[config.mk]
export PLATFORM = sky130hd
export DESIGN_NAME = rau_iter_unit
export DESIGN_NICKNAME = d
export VERILOG_FILES = /design/src/rtl/rau_pkg.sv /design/src/rtl/rau_iter_unit.sv
export SDC_FILE = /design/constraint.sdc
export NUM_CORES = 1
export LEC_CHECK = 0
export BUFFER_PORTS_ARGS = -buffer_cell sky130_fd_sc_hd__buf_4
export CAP_MARGIN = 20
export CORE_MARGIN = 4
export CORE_UTILIZATION = 45
export CTS_CLUSTER_SIZE = 25
export DETAILED_ROUTE_END_ITERATION = 16
export PLACE_DENSITY_LB_ADDON = 0.2
export SETUP_SLACK_MARGIN = 0.5
export SKIP_LAST_GASP = 1
export SLEW_MARGIN = 25
export SYNTH_ARGS = -nofsm -noshare
export SYNTH_HDL_FRONTEND = slang
export SYNTH_SLANG_ARGS = --single-unit
[constraint.sdc]
create_clock -name clk -period 8.41 [get_ports clk]
set_clock_uncertainty 0.1 [all_clocks]
set_input_delay 0.4205 -clock clk [delete_from_list [all_inputs] [get_ports clk]]
set_output_delay 0.4205 -clock clk [all_outputs]
set_load 0.02 [all_outputs]
[src/rtl/rau_pkg.sv]
`timescale 1ns / 1ps
// ----------------------------------------------------------------------------
// rau_pkg: shared definitions for the rational arithmetic unit
// Opcodes, status codes, defaults and the handshake between sequencer and
// the shared shift/subtract unit.
// ----------------------------------------------------------------------------
package rau_pkg;

  localparam int OPERAND_WIDTH_DEF = 32;

  // opcodes
  localparam logic [2:0] OP_MUL   = 3'd0;
  localparam logic [2:0] OP_DIV   = 3'd1;
  localparam logic [2:0] OP_ADD   = 3'd2;
  localparam logic [2:0] OP_SUB   = 3'd3;
  localparam logic [2:0] OP_NORM  = 3'd4;
  localparam logic [2:0] OP_SCALE = 3'd5;
  localparam logic [2:0] OP_GCD   = 3'd6;
  localparam logic [2:0] OP_LCM   = 3'd7;

  // status codes
  localparam logic [1:0] STAT_OK  = 2'd0;
  localparam logic [1:0] STAT_ERR = 2'd1;
  localparam logic [1:0] STAT_OVF = 2'd2;

  // shared unit modes
  localparam logic UM_DIV = 1'b0;
  localparam logic UM_GCD = 1'b1;

  typedef struct packed {
    logic start;
    logic mode;
  } unit_req_t;

  typedef struct packed {
    logic busy;
    logic done;
  } unit_rsp_t;

endpackage

[src/rtl/rau_iter_unit.sv]
`timescale 1ns / 1ps
// ----------------------------------------------------------------------------
// rau_iter_unit: shared shift/subtract engine
// Restoring division (one quotient bit per cycle) or binary GCD (one
// shift or subtract per cycle) on DW-bit unsigned operands.
// ----------------------------------------------------------------------------
module rau_iter_unit #(
  parameter int DW = 2 * rau_pkg::OPERAND_WIDTH_DEF
) (
  input  logic               clk,
  input  logic               rst_n,
  input  rau_pkg::unit_req_t req,
  input  logic [DW-1:0]      x,
  input  logic [DW-1:0]      y,
  output rau_pkg::unit_rsp_t rsp,
  output logic [DW-1:0]      res
);

  localparam int CW = $clog2(DW + 1);

  logic          busy_r, busy_nxt;
  logic          done_r, done_nxt;
  logic          mode_r, mode_nxt;
  logic [DW-1:0] a_r, a_nxt;
  logic [DW-1:0] b_r, b_nxt;
  logic [DW-1:0] rem_r, rem_nxt;
  logic [CW-1:0] cnt_r, cnt_nxt;
  logic [DW:0]   trial;
  logic [DW:0]   diff;

  assign trial = {rem_r, a_r[DW-1]};
  assign diff  = trial - {1'b0, b_r};

  always_comb begin
    busy_nxt = busy_r;
    done_nxt = 1'b0;
    mode_nxt = mode_r;
    a_nxt    = a_r;
    b_nxt    = b_r;
    rem_nxt  = rem_r;
    cnt_nxt  = cnt_r;
    if (req.start) begin
      busy_nxt = 1'b1;
      mode_nxt = req.mode;
      a_nxt    = x;
      b_nxt    = y;
      rem_nxt  = '0;
      cnt_nxt  = (req.mode == rau_pkg::UM_DIV) ? CW'(DW) : '0;
    end else if (busy_r) begin
      if (mode_r == rau_pkg::UM_DIV) begin
        if (cnt_r == '0) begin
          busy_nxt = 1'b0;
          done_nxt = 1'b1;
        end else begin
          cnt_nxt = cnt_r - CW'(1);
          if (!diff[DW]) begin
            rem_nxt = diff[DW-1:0];
            a_nxt   = {a_r[DW-2:0], 1'b1};
          end else begin
            rem_nxt = trial[DW-1:0];
            a_nxt   = {a_r[DW-2:0], 1'b0};
          end
        end
      end else begin
        if (b_r == '0) begin
          // one operand gone: restore the common power of two
          if (cnt_r == '0) begin
            busy_nxt = 1'b0;
            done_nxt = 1'b1;
          end else begin
            a_nxt   = {a_r[DW-2:0], 1'b0};
            cnt_nxt = cnt_r - CW'(1);
          end
        end else if (a_r == '0) begin
          a_nxt = b_r;
          b_nxt = '0;
        end else if (!a_r[0] && !b_r[0]) begin
          a_nxt   = a_r >> 1;
          b_nxt   = b_r >> 1;
          cnt_nxt = cnt_r + CW'(1);
        end else if (!a_r[0]) begin
          a_nxt = a_r >> 1;
        end else if (!b_r[0]) begin
          b_nxt = b_r >> 1;
        end else if (a_r >= b_r) begin
          a_nxt = a_r - b_r;
        end else begin
          b_nxt = b_r - a_r;
        end
      end
    end
  end

  always_ff @(posedge clk) begin
    if (!rst_n) begin
      busy_r <= 1'b0;
      done_r <= 1'b0;
    end else begin
      busy_r <= busy_nxt;
      done_r <= done_nxt;
    end
    mode_r <= mode_nxt;
    a_r    <= a_nxt;
    b_r    <= b_nxt;
    rem_r  <= rem_nxt;
    cnt_r  <= cnt_nxt;
  end

  assign rsp.busy = busy_r;
  assign rsp.done = done_r;
  assign res      = a_r;

endmodule

==> summary.md <==
| Metric | Value |
|---|---|
| 1st-iter DRT viols | a little over 3000 |
| ANT cells | 0 |
| Clock transition at path regs | about 0.07 ns |
| Nets | 3394 |
| Post_cts resized | 0 |
| CTS tree | built |
| Share of layout cells above drive strength 1 | 0.103 |
| Average size of a mapped cell | between 7 and 8 um2 |
| Final Util | 0.520 |
| Sequential fraction of the synthesis area | 0.240 |
| Starting Density | 0.458 |
| Synth Area in Adders | 0.110 |
| Leakage | ~11 nW |
| Global router's overall resource usage | 0.383 |
| Status | completed |
| Clk_lat worst skew | ~0.62 ns |
| Area Overhead vs Synth | 13.6% |
| H-tree levels | 1 |
| Via count | around 25000 |
| Die area | ~0.054 mm2 |
| Max Fclk | ~170 MHz |
| Setup crit end kind | flop |
| Antenna violations before repair | 4 |
| Share of the synthesized area in the top cell type | 0.181 |
| Top post-synthesis cells by area | edfxtp_1, ha_1, a21oi_1 |
| Simple-gate area share of the yosys netlist | 0.174 |
| Clock net sink count | 202 |
| Mux contribution to synthesized area | 0.00272 |
| First-pass GRT wire length | about 160000 um |
| Die height | between 200 and 250 um |
| Main combinational cell family by area after synthesis | compound AO/OA/AOI/OAI gates |
| Rel. slew slack | 0.226 |
| Power density over the cells | between 200 and 300 mW/mm2 |
| Compound-Gate Fraction of Synth Area | 0.339 |
| Via density | 6.73 |
| Io pins | roughly 200 |
| Worst VDD drop | between 0.00015 and 0.0002 V |
| Final Setup Violations | 0 |
| Final hold viol count | 0 |
| Cts bufs inserted | 29 |
| Unique cell type count in the Yosys netlist | 87 |
| DRC Markers | 0 |
| Startpoint types | flop |
| Width of the chip | about 230 um |
| Post-synth top flop | edfxtp_1 |
| Commonest cells after routing, fill and taps aside | nand2_1, a21oi_1, o21ai_0, buf_4, ha_1 |
| FFs w/ async S/R, synth | 0 |
| Tightest Hold Check Type | in2reg |
| Crit path kind | reg2reg |
| Number of global-route vias before repair | 24300 |
| Placed cell area | approximately 0.024 mm2 |
| DR pass1 iterations | 7 |
| Crit share post-route | 0.696 |
| Critical path's slowest cell | a21oi_4 |
| Post-DRT Antenna Nets | 0 |
| Max Slew Vio Count | 0 |
| Rows | 81 |
| Synthesized flop and latch total | 202 |
| Slew of the pin with the lowest slew margin | 1.16 ns |
| Grt ovf | 0 |
| WL final | about 110000 um |
| Root buffer cell | clkbuf_16 |
| Buffer and inverter count on the worst path | 2 |
| Synthesized area | 0.0225 mm2 |
| CP Data Required Time | about 8.6 ns |
| DP Wirelength | 82300 um |
| Area leader, netlist | edfxtp_1 |
| Port Buffers | between 150 and 200 |
| Crit path max-delay family | simple AND/OR/NAND/NOR gates |
| Commonest non-fill, non-tap cell in the layout | nand2_1 |
| Clock Tree Buf Depth | 3 |
| Max cap viols | 0 |
| Min Tclk post-route | 5.86 ns |
| Post-route setup TNS | 0 ns |
| Synth Area in XOR/XNOR | 0.0676 |
| Mapped Cells | between 2000 and 3000 |
| Synthesis Warnings | 0 |
| WP data arrival | 6.00 ns |
| Final instance area | approximately 0.026 mm2 |
| RD Place Congestion | about 1.0 |
| Post-synth EDFFs | 136 |
| Critical Path Max Stage Delay | 1.00 ns |
| Largest net degree at the start of global routing | a little over 90 |
| Routed len/inst | around 29 um |
| Post-Syn Nets | roughly 3300 |
| RSZ-0062 raised after global routing | no |
| Critical-path cell list | inv_1, ha_1, nand4_1, nor2_1, nand4_1, nor3_1, or3b_1, nand2_2, nand2_2, a21oi_4, buf_12 |
| Final Power | between 6 and 7 mW |
| Max FO, Critical Path | 41 |
| Core footprint | 0.0493 mm2 |
-- final timing paths --
path / from / to / slack, ns / cells after the start
worst min-delay path: x[10] / res[10] / 0.03 / 3
worst max-delay path: res[58] / res[32] / 2.55 / 11
worst max register to register: res[58] / res[32] / 2.55 / 11
worst min register to register: rem_r[42] / rem_r[42] / 0.39 / 2
-- tightest hold or removal path, stage by stage --
cell	delay, ns
buf_4	0.07
a221oi_1	0.06
o21ai_0	0.07
-- state kept, by name, indices dropped and copies added, names as in the netlist --
name / flops
b_r: 64
cnt_r: 7
mode_r: 1
rem_r: 64
done_r: 1
res: 64
busy_r: 1
-- cell families after synthesis --
| kind of cell | after synthesis |
|---|---|
| AO/OA/AOI/OAI | 1187 |
| AND/OR/NAND/NOR | 837 |
| buffers and inverters | 372 |
| flip-flops | 202 |
| adder cells (fa/ha/maj) | 197 |
| XOR/XNOR | 174 |
| multiplexers | 6 |
-- synth_stat cells, types with 17 or more instances --
library cell  instances
nand2_1             317
a21oi_1             310
o21ai_0             296
ha_1                194
inv_1               183
nor2_1              178
clkbuf_1            136
edfxtp_1            136
a21o_1              128
xnor2_1             111
nor3_1               87
dfxtp_1              66
a22oi_1              63
xor2_1               63
a221oi_1             61
nand4_1              55
o21bai_1             48
nor4_1               45
a31oi_1              37
nand3_1              36
o31ai_1              34
a311oi_1             32
buf_2                27
nand2b_1             25
or3_1                20
a211oi_1             19
o21a_1               17
-- power breakdown --
part / internal (mW) / switching [mW] / total, mW
Clock: 0.808 / 0.532 / 1.34
Sequential: 1.25 / 0.267 / 1.52
Combinational: 1.30 / 2.50 / 3.81
-- metal layers --
layer / track usage / up-vias / routed length (um)
met4: 0.246 / 4 / 8500
li1: - / 11300 / -
met2: 0.602 / 1497 / 46600
met5: 0 / - / 22
met1: 0.495 / 12200 / 43000
met3: 0.0524 / 304 / 9380
-- cell type report --
| cell class | count | area, um2 |
|---|---|---|
| Clock inverter | 23 | 264 |
| Clock buffer | 31 | 733 |
| Inverter | 183 | 687 |
| Sequential cell | 202 | 5410 |
| Timing Repair Buffer | 248 | 1950 |
| Tap cell | 664 | 831 |
| Fill cell | 4914 | 23600 |
| Multi-Input combinational cell | 2401 | 15700 |
-- per-stage QoR --
stage          setup slack, ns  instances  hold WS [ns]
2_1_floorplan             1.78       2975         0.349
3_3_place_gp              2.91       3676         0.365
3_5_place_dp              2.77       3677         0.380
4_1_cts                   2.71       3752      0.000115
5_1_grt                   2.49       3752        0.0318
6_report                  2.55       3752        0.0316
-- repair_timing --
action                                 CTS  global route
endpoints found under the hold margin   21             0
hold buffers                            21             0
buffers inserted                         0             0
No activity file was read; power rests on OpenSTA's default activity.
